<file path="src/sv/article_read_bitmap_core_assert.svh">
// Assertion macros for the read bitmap core.
`ifndef ARTICLE_READ_BITMAP_CORE_ASSERT_SVH
`define ARTICLE_READ_BITMAP_CORE_ASSERT_SVH

// Check that cons holds in the same cycle as ante.
`define ARB_ASSERT_IMP(lbl, ck, rs, ante, cons, msg) \
  lbl: assert property (@(posedge ck) disable iff (rs) (ante) |-> (cons)) \
    else $error(msg);

// Check that cons holds in the cycle after ante.
`define ARB_ASSERT_NXT(lbl, ck, rs, ante, cons, msg) \
  lbl: assert property (@(posedge ck) disable iff (rs) (ante) |=> (cons)) \
    else $error(msg);

`endif

</file>
<file path="src/sv/arb_pkg.sv">
`default_nettype none

package arb_pkg;

  localparam int ARB_MAX_ARTICLES = 4096;
  localparam int ARB_WORD_W       = 8;
  localparam int ARB_BIT_W        = $clog2(ARB_WORD_W);
  localparam int ARB_ALU_W        = 34;
  localparam int ARB_CNT_W        = 13;

  localparam logic [ARB_CNT_W-1:0] ARB_COUNT_MAX = 13'h1FFF;
  localparam logic [30:0]          ARB_WLO_RST   = 31'd0;
  localparam logic [30:0]          ARB_WHI_RST   = 31'd4095;

  localparam logic [2:0] OP_QUERY        = 3'd0;
  localparam logic [2:0] OP_MARK_READ    = 3'd1;
  localparam logic [2:0] OP_MARK_UNREAD  = 3'd2;
  localparam logic [2:0] OP_RANGE_READ   = 3'd3;
  localparam logic [2:0] OP_RANGE_UNREAD = 3'd4;
  localparam logic [2:0] OP_CLEAR        = 3'd5;

  localparam logic ALU_ADD = 1'b0;
  localparam logic ALU_SUB = 1'b1;

  typedef struct packed {
    logic [2:0]  op;
    logic [30:0] article;
    logic [30:0] range_end;
  } arb_req_t;

  typedef struct packed {
    logic                 is_read;
    logic                 in_window;
    logic [ARB_CNT_W-1:0] unread_count;
  } arb_rsp_t;

endpackage

`default_nettype wire

</file>
<file path="src/sv/arb_alu.sv">
`default_nettype none

module arb_alu (
  input  logic [arb_pkg::ARB_ALU_W-1:0] a,
  input  logic [arb_pkg::ARB_ALU_W-1:0] b,
  input  logic                          sub,
  output logic [arb_pkg::ARB_ALU_W-1:0] res,
  output logic                          lt
);

  import arb_pkg::*;

  always_comb begin
    if (sub == ALU_SUB) begin
      res = a - b;
    end else begin
      res = a + b;
    end
  end

  assign lt = res[ARB_ALU_W-1];

endmodule

`default_nettype wire

</file>
<file path="config.mk">
export PLATFORM = sky130hd
export DESIGN_NAME = arb_alu
export DESIGN_NICKNAME = d
export VERILOG_FILES = /design/src/sv/article_read_bitmap_core_assert.svh /design/src/sv/arb_pkg.sv /design/src/sv/arb_alu.sv
export SDC_FILE = /design/constraint.sdc
export NUM_CORES = 1
export LEC_CHECK = 0
export BUFFER_PORTS_ARGS = -buffer_cell sky130_fd_sc_hd__buf_2
export CAP_MARGIN = 20
export CORE_ASPECT_RATIO = 1.4
export CORE_MARGIN = 2
export CORE_UTILIZATION = 50
export DETAILED_ROUTE_END_ITERATION = 10
export GPL_TIMING_DRIVEN = 0
export PLACE_DENSITY = 0.84
export SLEW_MARGIN = 20
export SYNTH_ARGS = -nofsm -noshare
export SYNTH_HDL_FRONTEND = slang
export SYNTH_SLANG_ARGS = --single-unit
</file>
<file path="constraint.sdc">
create_clock -name vclk -period 9.65
set_input_delay 2.895 -clock vclk [all_inputs]
set_output_delay 2.895 -clock vclk [all_outputs]
set_load 0.02 [all_outputs]
</file>
==> results.sh, run 1 <==
export IMPL_timing_critical_path_cells="buf_2 > nor4_4 > nor2b_4 > and3_4 > and3_4 > a21oi_1 > xnor2_1 > ha_1 > a21oi_2 > o21bai_1 > a21oi_2 > o21ai_1 > a221o_1 > or3_1 > or3_1 > nand4_1 > buf_4 > buf_4"
export IMPL_vias=3223
export IMPL_grt_max_degree=11
export IMPL_arrival_ps=6650
export IMPL_num_rows=31
export IMPL_report_final_setup_viol=0
export IMPL_cp_required_ps=6760
export IMPL_max_freq_mhz=105
export IMPL_cp_slowest_cell="a221o_1"
export IMPL_syn_nets=485
export IMPL_synthCells=381
export IMPL_first_pass_iters=4
export IMPL_grt_util_all_layers_pct=25.3
export IMPL_antenna_left=0
export IMPL_layout_common_cells="102 x buf_2, 48 x a21oi_1, 47 x xnor2_1, 43 x nor2_1, 33 x ha_1"
export IMPL_synth_cell_area_mm2=0.00265
export IMPL_regArea_um2=0
export IMPL_portBuffers=103
export IMPL_worst_slew_pin_slew_ps=527
export IMPL_grt_pass1_vias=3006
export IMPL_pre_cts_ws_ps=-49.0
export IMPL_n_sequential_cell=0
export IMPL_max_cap_viol_count=0
export IMPL_fillCellCount=466
export IMPL_dr_first_iter_drc_count=109
export IMPL_cp_start_kind="primary input"
export IMPL_coreArea_mm2=0.00516
export IMPL_hold_viol_final=0
export IMPL_die_y_um=90.1
export IMPL_cpPeakStageDelay_ps=370
export IMPL_synth_seq_area_share_pct=0
export IMPL_max_slew_margin_rel_pct=64.6
export IMPL_vias_per_cell=5.81
export IMPL_synth_warning_count=0
export IMPL_final_nets=595
export IMPL_wirelength_mm=8.10
export IMPL_dieArea_mm2=0.00590
export IMPL_layout_commonest_cell="buf_2"
export IMPL_period_needed_ps=9540
export IMPL_start_util_pct=51.3
export IMPL_synth_avg_cell_area_um2=6.95
export IMPL_hold_path_depth=4
export IMPL_irDropWorstVdd_mv=0.0748
export IMPL_criticalPathCategory="primary input to primary output"
export IMPL_grt_pass1_wl_mm=12.7
export IMPL_critical_path_max_fanout=4
export IMPL_dpl_hpwl_mm=6.62
export IMPL_status="finished, final reports clean"
export IMPL_multi_input_area_mm2=0.00257
export IMPL_synth_cell_types=62
export IMPL_overflow=0
export IMPL_routabilityCongestion=0.929
export IMPL_holdCritPathClass="primary input to primary output"
export IMPL_antenna_found_initial=0
export IMPL_die_width_um=65.5
export IMPL_syn_to_final_growth_pct=27.1
export IMPL_dp_cells=550
export IMPL_final_cell_count_no_fill=555
export IMPL_drt_wirelength_per_cell_um=14.6
export IMPL_drc_errors=0
export IMPL_clock_buffer_count=0
export IMPL_crit_path_end_kind="primary output"
export IMPL_diodes=0
export IMPL_powerDensity_mw_per_mm2=107
export IMPL_p_leak_nw=1.57
export IMPL_final_max_slew_viol_count=0
export IMPL_period_share_pct=98.9
export IMPL_setup_ws_ps=107
export IMPL_drive_gt1_share_pct=28.2
export IMPL_pin_count=104
-- layer usage --
layer	up-vias	routed length (µm)	global-route usage, %
li1	1613	-	-
met1	1463	3160	28.6
met2	126	4260	48.8
met3	21	452	2.63
met4	0	227	5.90
met5	-	0	0
-- power breakdown --
part,switching [mW],leakage (nW),internal (mW),total (mW)
registers,0,0,0,0
clock network,0,0,0,0
logic,0.217,1.57,0.145,0.362
-- layout make-up --
cell class                 count  share of cell area [%]
multi-input combinational    348                    76.3
timing repair buffer         109                    16.7
tap                           66                    2.45
inverter                      20                    2.31
buffer                        12                    2.16
-- cell families after synthesis --
| logic type | Yosys count | synth area share [%] |
|---|---|---|
| simple gates | 136 | 27.8 |
| buf+inv | 33 | 5.72 |
| compound gates | 118 | 29.3 |
| fa+ha+maj | 35 | 16.8 |
| mux | 4 | 1.51 |
| xor+xnor | 55 | 18.9 |
-- worst paths after layout --
check / startpoint / to
hold / removal: b[0] / res[0]
setup / recovery: b[7] / res[33]
-- stage by stage --
stage / setup TNS (ps) / cell area, µm² / utilization [%] / total power [mW] / hold WS (ps)
after floorplan: 0 / 2650 / - / 0.249 / 5970
after global placement: 0 / 3240 / 62.9 / 0.341 / 6200
after detailed placement: -49.0 / 3240 / 62.9 / 0.347 / 6210
after CTS: 0 / 3250 / 63.0 / 0.350 / 6210
after global routing: -57.6 / 3360 / 65.2 / 0.392 / 6250
final: 0 / 3360 / 65.2 / 0.362 / 6210
-- worst max-delay path, delay by kind of cell --
| family | cells | cell delay, ps |
|---|---|---|
| adders and majority gates | 1 | 330 |
| buffers and inverters | 3 | 390 |
| AOI/OAI and AO/OA | 6 | 1030 |
| and+or+nand+nor | 7 | 1730 |
| xor gates and xnor gates | 1 | 280 |
-- cell usage after synthesis, drive strengths merged, types with 9 or more instances --
cell	count	share of area [%]
xnor2	47	16
inv	20	2.8
o21ai	15	2.8
and2	9	2.1
nand3	10	2.1
clkbuf	10	1.4
nor2	43	6.1
nor3	13	2.9
a21oi	50	9.5
a21o	12	3.4
nand2	18	2.6
ha	34	16
-- what timing repair did --
| item | in CTS | in global routing |
|---|---|---|
| setup buffers | 0 | 6 |
| gates resized for setup | 1 | 17 |
| hold buffers | 0 | 0 |
| setup endpoints to repair | 1 | 4 |
| pin swaps | 0 | 9 |
Power figures use the tool's default switching activity.
==> inputs of run 2 (changes only) <==
--- a/config.mk
+++ b/config.mk
@@ -5,14 +5,15 @@
 export SDC_FILE = /design/constraint.sdc
 export NUM_CORES = 1
 export LEC_CHECK = 0
-export BUFFER_PORTS_ARGS = -buffer_cell sky130_fd_sc_hd__buf_2
+export ABC_AREA = 1
 export CAP_MARGIN = 20
 export CORE_ASPECT_RATIO = 1.4
 export CORE_MARGIN = 2
 export CORE_UTILIZATION = 50
 export DETAILED_ROUTE_END_ITERATION = 10
+export DONT_BUFFER_PORTS = 1
 export GPL_TIMING_DRIVEN = 0
-export PLACE_DENSITY = 0.84
+export PLACE_DENSITY = 0.67
 export SLEW_MARGIN = 20
 export SYNTH_ARGS = -nofsm -noshare
 export SYNTH_HDL_FRONTEND = slang
==> run 2 against run 1 <==
  * Setup slack gained 1000 ps
  * Sequential share of layout area is the same
  * Utilization shrank 13 points
  * Global-route usage grew 1.7 points
  * Via count grew 18%
  * Design area grew 1.9%
  * Cell count grew 32%
==> results.sh, run 2 <==
export IMPL_regArea_um2=0
export IMPL_p_sw_share_pct=71.5
export IMPL_post_cts_resized=0
export IMPL_power_switching_uw=227
export IMPL_cts_setup_buffers=0
export IMPL_n_sequential_cell=0
export IMPL_comb_power_share_pct=100.0
export IMPL_p_total_uw=318
export IMPL_grt_max_degree=11
export IMPL_routabilityCongestion=0.929
export IMPL_worst_slew_pin_slew_ps=563
export IMPL_layout_common_cells="204 x nand2_1, 126 x inv_1, 80 x nor2_1, 40 x a21oi_1, 38 x xor2_1"
export IMPL_cp_required_ps=6760
export IMPL_syn_to_final_growth_pct=2.77
export IMPL_hold_path_depth=2
export IMPL_yosys_top_cells_area="nand2_1 23%, inv_1 14%, ha_1 13%"
export IMPL_max_freq_mhz=117
export IMPL_wirelength_mm=9.78
export IMPL_pin_count=104
export IMPL_path_common_cell="nand2_1"
export IMPL_min_to="res[0]"
export IMPL_cpPeakStageDelay_ps=320
export IMPL_synth_seq_area_share_pct=0
export IMPL_postCtsHoldBufs=0
export IMPL_synth_top_cell_by_area="nand2_1"
export IMPL_antenna_found_initial=0
export IMPL_netlist_top_cells_count="204 x nand2_1, 126 x inv_1, 80 x nor2_1"
export IMPL_final_nets=765
export IMPL_dr_first_iter_drc_count=141
export IMPL_synth_cell_area_mm2=0.00334
export IMPL_synth_most_common_cell="nand2_1"
export IMPL_critical_path_max_fanout=4
export IMPL_grt_pass1_wl_mm=16.0
export IMPL_hold_start="b[0]"
export IMPL_vias=3811
export IMPL_dpl_hpwl_mm=8.95
export IMPL_layout_commonest_cell="nand2_1"
export IMPL_syn_nets=763
export IMPL_synth_cell_types=31
export IMPL_die_width_um=73.0
export IMPL_cp_start_kind="primary input"
export IMPL_max_cap_viol_count=0
export IMPL_grt_pass1_vias=3673
export IMPL_powerDensity_mw_per_mm2=92.7
export IMPL_p_int_uw=90.6
export IMPL_drt_wirelength_per_cell_um=13.3
export IMPL_cp_slowest_cell="ha_1"
export IMPL_synth_warning_count=0
export IMPL_drc_errors=0
export IMPL_portBuffers=0
export IMPL_drive_gt1_share_pct=5.31
export IMPL_die_y_um=101
export IMPL_clkPwrFrac_pct=0
export IMPL_max_slew_margin_rel_pct=62.3
export IMPL_rsz0062_at_grt="false"
export IMPL_timing_critical_path_cells="inv_1 > ha_1 > nand4_2 > nor2_2 > nand3_1 > nand2_1 > nand3_1 > xnor2_1 > ha_1 > inv_1 > o21ai_0 > o21ai_0 > nand2_1 > a21oi_1 > nand2_1 > nand2_1 > nand2_1 > buf_4"
export IMPL_period_share_pct=88.3
export IMPL_pwr_share_seq_pct=0
export IMPL_diodes=0
export IMPL_hold_viol_final=0
export IMPL_vias_per_cell=5.20
export IMPL_num_rows=35
export IMPL_yosysTopAreaCellShare_pct=22.9
export IMPL_period_needed_ps=8520
export IMPL_dieArea_mm2=0.00735
export IMPL_start_util_pct=51.1
export IMPL_synthCells=659
export IMPL_first_pass_iters=5
export IMPL_clock_buffer_count=0
export IMPL_synth_avg_cell_area_um2=5.06
export IMPL_p_leak_nw=2.02
export IMPL_criticalPathCategory="primary input to primary output"
export IMPL_report_final_setup_viol=0
export IMPL_overflow=0
export IMPL_holdCritPathClass="primary input to primary output"
export IMPL_crit_path_end_kind="primary output"
export IMPL_arrival_ps=5620
export IMPL_final_max_slew_viol_count=0
export IMPL_grt_util_all_layers_pct=27.0
export IMPL_status="finished, final reports clean"
export IMPL_fin_setup_tns_ps=0
export IMPL_irDropWorstVdd_mv=0.0436
export IMPL_coreArea_mm2=0.00653
export IMPL_antenna_left=0
run 2: cell types whose count changed in the layout (fill, tap and decap cells not counted), moves of 8 or more:
| cell | change |
|---|---|
| xor2_1 | +31 |
| clkbuf_1 | -8 |
| a21o_1 | -11 |
| nand3_1 | +28 |
| buf_2 | -100 |
| xnor2_1 | -39 |
| nor2_1 | +37 |
| nand2_1 | +186 |
| o21ai_0 | +22 |
| nor2_2 | +8 |
| nand2_2 | +13 |
| inv_1 | +108 |
| a21oi_1 | -8 |
run 2: critical path: cells and delay by family:
kind,cells,cell delay (ps)
AOI/OAI and AO/OA,3,490
xor gates and xnor gates,1,220
adders and majority gates,2,540
buffers and inverters,3,410
and+or+nand+nor,9,1060
run 2: power groups by stage:
stage / combinational, mW / clock (mW) / sequential, mW
2_1_floorplan: 0.261 / 0 / 0
5_1_grt: 0.357 / 0 / 0
3_5_place_dp: 0.318 / 0 / 0
6_report: 0.318 / 0 / 0
3_3_place_gp: 0.313 / 0 / 0
4_1_cts: 0.319 / 0 / 0
run 2: cell families after synthesis:
group	Yosys count	share of synthesized area, %
fa+ha+maj	35	13.3
buf+inv	131	14.9
compound gates	80	13.0
simple gates	367	46.7
xor+xnor	46	12.1
run 2: area by class of cell:
cell class / count / area [µm²]
Inverter: 127 / 477
Buffer: 4 / 21.3
Fill cell: 799 / 3100
Multi-Input combinational cell: 528 / 2840
Tap cell: 74 / 92.6
run 2: metal layers:
| layer | GRT usage, % | vias up | wire length [µm] |
|---|---|---|---|
| li1 | - | 2056 | - |
| met1 | 28.2 | 1633 | 3780 |
| met2 | 55.0 | 104 | 5220 |
| met3 | 2.10 | 18 | 491 |
| met4 | 7.12 | 0 | 291 |
| met5 | 0 | - | 0 |
run 2: worst max path at each step:
| stage | to | startpoint | cells after the start |
|---|---|---|---|
| CTS | res[33] | b[0] | 18 |
| global placement | res[33] | b[0] | 18 |
| global route | res[33] | b[0] | 18 |
| detailed placement | res[33] | b[0] | 18 |
| finish | res[33] | b[0] | 18 |
| floorplan | res[33] | b[0] | 18 |
run 2: through the flow:
| stage | setup slack, ps | area, µm² | hold WS, ps | instances | util [%] |
|---|---|---|---|---|---|
| final | 1130 | 3430 | 5980 | 733 | 52.6 |
| after floorplan | 1520 | 3340 | 5970 | 659 | - |
| after detailed placement | 1130 | 3430 | 5980 | 733 | 52.6 |
| after global placement | 1160 | 3430 | 5980 | 733 | 52.6 |
| after CTS | 1110 | 3430 | 5980 | 733 | 52.6 |
| after global routing | 803 | 3430 | 5980 | 733 | 52.6 |
==> inputs of run 3 (changes only) <==
--- a/config.mk
+++ b/config.mk
@@ -5,7 +5,6 @@
 export SDC_FILE = /design/constraint.sdc
 export NUM_CORES = 1
 export LEC_CHECK = 0
-export ABC_AREA = 1
 export CAP_MARGIN = 20
 export CORE_ASPECT_RATIO = 1.4
 export CORE_MARGIN = 2
==> run 3 against run 2 <==
  * First-iteration DRC count down 9.9%
  * Largest cell class unchanged
  * Hold slack improved by 4.0 ps
  * Die area is 20% lower
  * Combinational power shrank 8.2%
  * Via count down 28%
  * Highest routed layer unchanged
==> results.sh, run 3 (synthesis results as in run 1) <==
export IMPL_irDropWorstVdd_mv=0.0591
export IMPL_report_final_setup_viol=0
export IMPL_period_share_pct=97.2
export IMPL_layout_commonest_cell="a21oi_1"
export IMPL_fin_setup_tns_ps=0
export IMPL_pre_cts_ws_ps=66.1
export IMPL_first_pass_iters=4
export IMPL_coreArea_mm2=0.00516
export IMPL_regArea_um2=0
export IMPL_powerDensity_mw_per_mm2=106
export IMPL_overflow=0
export IMPL_antenna_found_initial=0
export IMPL_wirelength_mm=7.20
export IMPL_dieArea_mm2=0.00590
export IMPL_drt_wirelength_per_cell_um=16.1
export IMPL_layout_common_cells="49 x a21oi_1, 47 x xnor2_1, 43 x nor2_1, 34 x ha_1"
export IMPL_worst_slew_pin_slew_ps=729
export IMPL_diodes=0
export IMPL_status="finished, final reports clean"
export IMPL_final_nets=488
export IMPL_final_max_slew_viol_count=0
export IMPL_setup_ws_ps=269
export IMPL_cp_start_kind="primary input"
export IMPL_max_slew_margin_rel_pct=51.1
export IMPL_p_leak_nw=1.14
export IMPL_dpl_hpwl_mm=6.25
export IMPL_critical_path_max_fanout=7
export IMPL_vias_per_cell=6.13
export IMPL_rsz0062_at_grt="false"
export IMPL_grt_pass1_vias=2626
export IMPL_clock_buffer_count=0
export IMPL_p_total_uw=292
export IMPL_design_area_mm2=0.00276
export IMPL_n_sequential_cell=0
export IMPL_cp_required_ps=6760
export IMPL_routabilityCongestion=0.873
export IMPL_die_y_um=90.1
export IMPL_pin_count=104
export IMPL_crit_start="b[5]"
export IMPL_antenna_left=0
export IMPL_max_cap_viol_count=0
export IMPL_dpl_cell_area_mm2=0.00273
export IMPL_period_needed_ps=9380
export IMPL_hold_start="b[0]"
export IMPL_arrival_ps=6490
export IMPL_grt_pass1_wl_mm=11.5
export IMPL_fin_hold_ws_ps=5980
export IMPL_criticalPathCategory="primary input to primary output"
export IMPL_hold_viol_final=0
export IMPL_crit_path_end_kind="primary output"
export IMPL_syn_to_final_growth_pct=4.40
export IMPL_grt_max_degree=11
export IMPL_portBuffers=0
export IMPL_drive_gt1_share_pct=6.28
export IMPL_vias=2746
export IMPL_holdCritPathClass="primary input to primary output"
export IMPL_max_freq_mhz=107
export IMPL_die_width_um=65.5
export IMPL_grt_util_all_layers_pct=23.3
export IMPL_drc_errors=0
export IMPL_fillCellCount=539
export IMPL_dr_first_iter_drc_count=127
export IMPL_start_util_pct=51.3
export IMPL_num_rows=31
export IMPL_postCtsHoldBufs=0
## run 3: final timing paths
path,to,cells after the start
max,res[33],16
min,res[0],2
## run 3: worst max-delay path: stages
cell	delay (ps)
nor4_2	340
and4b_4	330
and2_1	200
and3_2	240
a21oi_1	90
xnor2_1	160
ha_1	370
inv_2	140
o21bai_1	110
a21oi_2	140
o21ai_0	100
a221o_1	320
or3_1	300
or3_1	310
nand4_1	250
buf_4	200
## run 3: cell type report
cell class	count	area, µm²	share of cell area [%]
plain buffers	13	76.3	2.76
inverters	20	75.1	2.72
multi-input cells	348	2520	91.3
well taps	66	82.6	2.99
repair buffers	1	7.51	0.272
## run 3: timing repair
| item | in CTS | in global routing |
|---|---|---|
| gates resized for setup | 0 | 6 |
| endpoints found under the setup margin | 0 | 3 |
| buffers inserted | 0 | 1 |
## run 3: metal layers
layer | share of wire (%) | wire, µm | global-route usage (%)
met5 | 0 | 0 | 0
met4 | 1.6 | 112 | 3.30
met3 | 6.2 | 446 | 3.88
met2 | 55 | 3950 | 48.4
met1 | 37 | 2690 | 23.2
## run 3: per-stage QoR
stage                     util, %  cells
after global routing         53.6    448
after floorplan                 -    381
after CTS                    52.9    447
final                        53.6    448
after detailed placement     52.9    447
after global placement       52.9    447
## run 3: power breakdown
group | internal, mW | total, mW | switching (mW)
Combinational | 0.102 | 0.292 | 0.191
Clock | 0 | 0 | 0
Sequential | 0 | 0 | 0
